==> config.mk <==
export PLATFORM = sky130hd
export DESIGN_NAME = gst_ctrl
export DESIGN_NICKNAME = d
export VERILOG_FILES = /design/src/gst_pkg.sv /design/src/gst_ctrl.sv
export SDC_FILE = /design/constraint.sdc
export NUM_CORES = 1
export LEC_CHECK = 0
export CORE_AREA = 3 3 40 42
export CTS_CLUSTER_SIZE = 8
export DETAILED_ROUTE_END_ITERATION = 7
export DIE_AREA = 0 0 43 45
export DONT_BUFFER_PORTS = 1
export SLEW_MARGIN = 20
export SYNTH_ARGS = -nofsm -noshare
export SYNTH_HDL_FRONTEND = slang
export SYNTH_SLANG_ARGS = --single-unit
==> constraint.sdc <==
create_clock -name i_clk -period 1.5 [get_ports i_clk]
set_input_delay 0.375 -clock i_clk [delete_from_list [all_inputs] [get_ports i_clk]]
set_output_delay 0.375 -clock i_clk [all_outputs]
set_load 0.005 [all_outputs]
==> src/gst_pkg.sv <==
// Package: shared types, codes and constants of the generational slot table.
package gst_pkg;

    // Default region sizes
    localparam int DEF_LOCAL_SLOTS = 64;
    localparam int DEF_NET_SLOTS   = 64;

    // Field widths fixed by the item format
    localparam int KEY_W   = 7;
    localparam int TICK_W  = 32;
    localparam int FLAGS_W = 32;
    localparam int STAT_W  = 2;
    localparam int CAT_W   = 2;

    // Width of one used-bit group searched in a single step
    localparam int GROUP_W = 32;
    localparam int GBIT_W  = $clog2(GROUP_W);

    // Item operations
    localparam logic MODE_CREATE = 1'b0;
    localparam logic MODE_LOOKUP = 1'b1;

    // Region selections for create
    localparam logic [CAT_W-1:0] CAT_LOCAL = 2'd1;
    localparam logic [CAT_W-1:0] CAT_NET   = 2'd2;

    // Result status codes
    localparam logic [STAT_W-1:0] ST_OK     = 2'd0;
    localparam logic [STAT_W-1:0] ST_MISS   = 2'd1;
    localparam logic [STAT_W-1:0] ST_BADCAT = 2'd2;

    // Controller states
    typedef enum logic [2:0] {
        S_IDLE,
        S_DEC,
        S_PICK,
        S_CLAIM,
        S_EMIT
    } t_state;

    // Controller to datapath commands
    typedef struct packed {
        logic accept;
        logic dec;
        logic pick;
        logic claim;
        logic emit;
    } t_cmd;

    // Datapath to controller status
    typedef struct packed {
        logic is_lookup;
        logic cat_bad;
        logic out_free;
    } t_sts;

endpackage

==> src/gst_ctrl.sv <==
// Controller: sequences accept, decode, group pick, claim and emit of one item.
module gst_ctrl
    import gst_pkg::*;
(
    input  logic i_clk,
    input  logic i_rst_n,
    input  logic i_valid,
    input  t_sts i_sts,
    output logic o_stall,
    output t_cmd o_cmd
);

    t_state r_state;
    t_state n_state;

    // Hold state register
    always_ff @(posedge i_clk) begin
        if (!i_rst_n) begin
            r_state <= S_IDLE;
        end else begin
            r_state <= n_state;
        end
    end

    // Advance through the steps of one item
    always_comb begin
        n_state = r_state;
        case (r_state)
            S_IDLE: begin
                if (i_valid) begin
                    n_state = S_DEC;
                end
            end
            S_DEC: begin
                if (i_sts.is_lookup || i_sts.cat_bad) begin
                    n_state = S_EMIT;
                end else begin
                    n_state = S_PICK;
                end
            end
            S_PICK:  n_state = S_CLAIM;
            S_CLAIM: n_state = S_EMIT;
            S_EMIT: begin
                if (i_sts.out_free) begin
                    n_state = S_IDLE;
                end
            end
            default: n_state = S_IDLE;
        endcase
    end

    // Drive commands for the current step
    always_comb begin
        o_cmd   = '0;
        o_stall = 1'b1;
        case (r_state)
            S_IDLE: begin
                o_stall      = 1'b0;
                o_cmd.accept = i_valid;
            end
            S_DEC:   o_cmd.dec   = 1'b1;
            S_PICK:  o_cmd.pick  = 1'b1;
            S_CLAIM: o_cmd.claim = 1'b1;
            S_EMIT:  o_cmd.emit  = i_sts.out_free;
            default: o_stall     = 1'b1;
        endcase
    end

endmodule

======== Word level (Yosys, flattened, before mapping) ========
Index checks and enable logic that the tools add are counted.
storage, ports and cells
  flip-flop bits (word level) ............. 3
  input bits .............................. 6
operators by class
  equality and inequality tests ........... 6
  multiplexer cells ....................... 10
  reduce and logical (&&, ||, !) cells .... 3
operators with widths
  operator              count
  $pmux W3 S5           1
  $mux W3               3
  $eq A3 B2 Y1 const B  2
  $mux W1               6
  $ne A2 B2 Y1 const B  2
  $eq A3 B1 Y1 const B  1
  $eq A3 B3 Y1 const B  1
  $logic_not A3 Y1      1
  $reduce_and A2 Y1     1
  $logic_or A1 B1 Y1    1

======== Logic depth before layout (Yosys ltp) ========
Gate-level depths: netlist of run 1.
  depth in word-level cells ............... 3
  depth in mapped cells ................... 2
  mapped depth without buffers ............ 2

======== Least setup slack after synthesis of run 1 ========
Ideal clock, no wire load.
  kind .................................... register to output
  start ................................... register r_state[2]
  end ..................................... output o_cmd[4] in the netlist's numbering
  arrival time ............................ 945 ps
  path slack .............................. 180 ps
  stages on the path, launching flop included .. 3
  path buffers ............................ 0
  cell sequence ........................... dfxtp_1 -> or3_2 -> nor2_1
RTL lines
  element                 RTL line        text
  start, declared         gst_ctrl.sv:13  t_state r_state;
  start signal, assigned  gst_ctrl.sv:21  r_state <= n_state;
  end, declared           gst_ctrl.sv:10  output t_cmd o_cmd

==> results.txt, run 1 <==
Worst-Skew Late Latency: 230 ps
CTS sink count: 3
area grow syn2layout: 43.4%
cell area after placement: 223 um^2
# port buffers: 0
crit path max fanout: 2
cts repair resizes: 3
Avg Cell Area, Syn: 8.64 um^2
total I/O pin count: 12
top layer in use: met4
Synth Instances: 21
Synth Net Count: 27
biggest regs: r_state x3
DR WL/cell: 11.0 um
max reg flops: 3
placed cell count: 39
post-synthesis sequential area ratio: 33.1%
CTS tree: done
RSZ-0062 raised after global routing: false
CP required: 1120 ps
vias in the first global route: 154
Final Critical Period: 1430 ps
Layout Nets: 35
Most flops, register: r_state
clock transition at the registers of the reported paths: 40 ps
Initial Utilization: 14.1%
Diodes inserted: 0
share of layout cells above drive strength 1: 39.3%
multi-input logic area: 129 um^2
crit path DAT: 1050 ps
root buffer cell: clkbuf_4
# DRC: 0
type of the most critical hold path: in -> reg
Die Y: 45 um
vias: 180
Slew Limit Fails: 0
H-Tree Depth: 1
drt pass-1 iters: 4
Hold Buf Count CTS: 0
Post-Synth Adder-Cell Area: 0%
Site Rows: 13
FF+latch area: 60.1 um^2
worst clock skew: 3.10 ps
Post-Synth Simple-Gate Area: 54.5%
final worst slack: 73.4 ps
# Max-Cap Violations: 0
post-synthesis compound-gate area fraction: 10.3%
global route total overflow: 0
Synth Warn #: 0
Crit. End Element: output pin
CP Class: reg -> out
Post-CTS Setup Bufs: 0
Cell Area, Synth: 181 um^2
core area: 0.00128 mm^2
slew margin rel.: 82.8%
period utilization: 95.1%
largest family of logic cells by synthesized area: simple AND/OR/NAND/NOR gates
die width: 43 um
status: completed
flops & latches, synth: 3
Synth cell types: 16
Worst Setup Start Kind: register
metal2 WL: 191 um
Vias/cell: 4.19
total negative slack: 0 ps
Setup Viol. Count Final: 0
Leak: 0.103 nW
Post-Route Utilization: 20.3%
Worst Max-Slew Pin Slew: 258 ps
design area: 260 um^2
Fillers: 143
Routed Antenna Nets: 0
pre-CTS setup slack: 198 ps
Met3 Wirelength: 46 um
Final Hold Viols: 0
Die Area: 0.00194 mm^2
post-synthesis mux area share: 0%
dpl hpwl: 372 um
post-synthesis xor/xnor area fraction: 0%
most frequent cells in the layout: clkbuf_4 (3), buf_4 (3), dfxtp_1 (3)
Non-Filler Instances: 43
pwr dens: 1020 mW/mm^2
1st-iter DRT viols: 6
clock buffer depth: 2
WL met1: 204 um
initial antenna violation count: 0
first-pass GRT wire length: 745 um
Peak VDD IR: 0.000379 V
all-layer global routing usage: 5.98%
total CTS buffers: 3
FMAX: 701 MHz
largest net degree at the start of global routing: 9
gpl congestion: 0.636
wirelength, routed: 471 um
power by group:
| part | internal, W | switching (W) |
|---|---|---|
| logic | 0.0000211 | 0.0000181 |
| registers | 0.0000847 | 0.00000244 |
| clock network | 0.0000996 | 0.0000407 |
| total | 0.000205 | 0.0000613 |
Yosys cell counts:
master     number  share of area [%]
or3_2           1                4.1
o21ai_0         1                2.8
dfxtp_1         3                 33
nor2b_1         1                3.5
inv_1           1                2.1
and3b_2         1                5.5
or4b_1          1                5.5
nand3b_1        1                4.1
nor3b_1         3                 12
o2bb2ai_1       1                4.8
nor3_1          2                5.5
or2b_2          1                4.8
a21oi_1         1                2.8
nand2b_1        1                3.5
and2_1          1                3.5
nor2_1          1                2.1
path summary, 6_finish.rpt:
kind / from / to / slack (ps) / cells after the start
setup / recovery: r_state[2] / o_cmd[4] / 70 / 2
hold / removal: i_rst_n / r_state[0] / 280 / 2
setup reg to reg: r_state[1] / r_state[1] / 330 / 3
hold reg to reg: r_state[1] / r_state[0] / 550 / 2
area by class of cell:
| cell class | instances | area share [%] |
|---|---|---|
| Multi-Input combinational cell | 17 | 49.5 |
| Sequential cell | 3 | 23.1 |
| Clock buffer | 4 | 10.1 |
| Timing Repair Buffer | 3 | 8.65 |
| Tap cell | 15 | 7.21 |
| Inverter | 1 | 1.44 |
metal layers:
layer,track usage [%],up-vias
li1,-,91
met3,3.19,2
met1,7.18,79
met2,5.69,8
met5,0,-
met4,9.04,0
per-stage QoR:
stage	total power [W]	hold WS, ps
after global routing	0.000285	290
after global placement	0.000123	506
final	0.000267	282
after detailed placement	0.000123	512
after floorplan	0.000112	488
after CTS	0.000273	270
critical path, cell delays in order, from the launching register on:
cell and delay, ps:
dfxtp_1 300, or3_4 390, nor2_2 130
logic make-up (layout without fill, tap and decap cells):
family / count (synthesis) / in the layout
buf+inv: 1 / 8
compound gates: 3 / 3
flops: 3 / 3
simple gates: 14 / 14
(Power assumes the default switching activity.)
==> run 2, diff against run 1 <==
- PLACE_DENSITY_LB_ADDON: unset -> 0.12
- SKIP_LAST_GASP: unset -> 1
==> run 2 against run 1 <==
Compared with the run above:
- combinational power grew 3%
- design area unchanged
- clock skew down 2.2 ps
- first-iteration DRC count down 33%
- critical path type unchanged
- critical endpoint unchanged
==> results.txt, run 2 (synthesis results as in run 1) <==
status: completed
Vias/cell: 4.12
Layout Nets: 35
Die Y: 45 um
cell area after placement: 223 um^2
pwr dens: 1030 mW/mm^2
# DRC: 0
slowest stage delay, CP: 400 ps
pre-CTS setup slack: 177 ps
Peak VDD IR: 0.000390 V
largest net degree at the start of global routing: 9
die width: 43 um
sw power: 0.0000614 W
CP required: 1120 ps
core area: 0.00128 mm^2
H-Tree Depth: 1
drt pass-1 iters: 4
root buffer cell: clkbuf_4
1st-iter DRT viols: 4
Site Rows: 13
FMAX: 697 MHz
Initial Utilization: 14.1%
slew margin rel.: 83.0%
Worst Path Buf+Inv: 0
vias in the first global route: 183
Hold Buf Count CTS: 0
Non-Filler Instances: 43
area grow syn2layout: 43.4%
type of the most critical hold path: in -> reg
Diodes inserted: 0
total I/O pin count: 12
crit path DAT: 1060 ps
Most flops, register: r_state
DR WL/cell: 11.2 um
Gate power share: 15.1%
final worst slack: 65.5 ps
Worst Setup Start Kind: register
CTS sink count: 3
vias: 177
switching share of power: 23.0%
worst clock skew: 0.866 ps
Setup Viol. Count Final: 0
biggest regs: r_state x3
Final Critical Period: 1430 ps
initial antenna violation count: 0
Post-Route Utilization: 20.3%
all-layer global routing usage: 6.16%
crit path max fanout: 2
internal power: 0.000205 W
design area: 260 um^2
clock buffer depth: 2
global route total overflow: 0
placed cell count: 39
Slew Limit Fails: 0
# Max-Cap Violations: 0
Leak: 0.103 nW
wirelength, routed: 482 um
max reg flops: 3
# port buffers: 0
CP delay by family, top: simple AND/OR/NAND/NOR gates
most frequent cells in the layout: clkbuf_4 (3), buf_4 (3), dfxtp_1 (3)
first-pass GRT wire length: 772 um
total CTS buffers: 3
clock transition at the registers of the reported paths: 30 ps
critical path cell sequence: or3_4, nor2_2
share of layout cells above drive strength 1: 39.3%
RSZ-0062 raised after global routing: false
Die Area: 0.00194 mm^2
CTS tree: done
Routed Antenna Nets: 0
Reg power frac: 32.6%
Final Hold Viols: 0
period utilization: 95.6%
Crit. End Element: output pin
Worst-Skew Late Latency: 230 ps
slowest CP cell: or3_4
CP Class: reg -> out
clock share of power: 52.3%
total negative slack: 0 ps
Worst Max-Slew Pin Slew: 254 ps
gpl congestion: 0.647
-- run 2: worst paths after layout --
kind / start / end / slack (ps) / cells after the start
min: i_rst_n / r_state[1] / 280 / 2
min reg2reg: r_state[2] / r_state[0] / 550 / 2
max: r_state[2] / o_cmd[4] / 70 / 2
max reg2reg: r_state[1] / r_state[1] / 330 / 3
-- run 2: repair_timing --
| action | 4_1_cts | 5_1_grt |
|---|---|---|
| setup buffers | 0 | 0 |
| endpoints found under the setup margin | 2 | 0 |
| gates resized for setup | 3 | 0 |
-- run 2: cell type report --
| cell class | instances | area, um^2 |
|---|---|---|
| sequential | 3 | 60.1 |
| inverter | 1 | 3.75 |
| timing repair buffer | 3 | 22.5 |
| tap | 15 | 18.8 |
| fill | 152 | 1020 |
| clock buffer | 4 | 26.3 |
| multi-input combinational | 17 | 129 |
-- run 2: metrics by stage --
| step | total power (W) | hold slack (ps) |
|---|---|---|
| after global routing | 0.000289 | 275 |
| after floorplan | 0.000112 | 488 |
| final | 0.000267 | 283 |
| after global placement | 0.000124 | 521 |
| after detailed placement | 0.000125 | 517 |
| after CTS | 0.000276 | 278 |
-- run 2: metal layers --
layer | GRT usage [%] | vias to the layer above | wire length [um]
met5 | 0 | - | 0
met4 | 9.04 | 0 | 23
met3 | 3.98 | 2 | 44
met2 | 6.89 | 9 | 217
met1 | 6.27 | 75 | 197
li1 | - | 91 | -
-- run 2: power groups by stage --
stage,combinational [W],sequential (W),clock (W)
after floorplan,0.0000201,0.0000916,0
after global placement,0.0000364,0.0000877,0
after detailed placement,0.0000366,0.0000880,0
after CTS,0.0000413,0.0000871,0.000148
after global routing,0.0000438,0.0000874,0.000157
final,0.0000404,0.0000870,0.000139
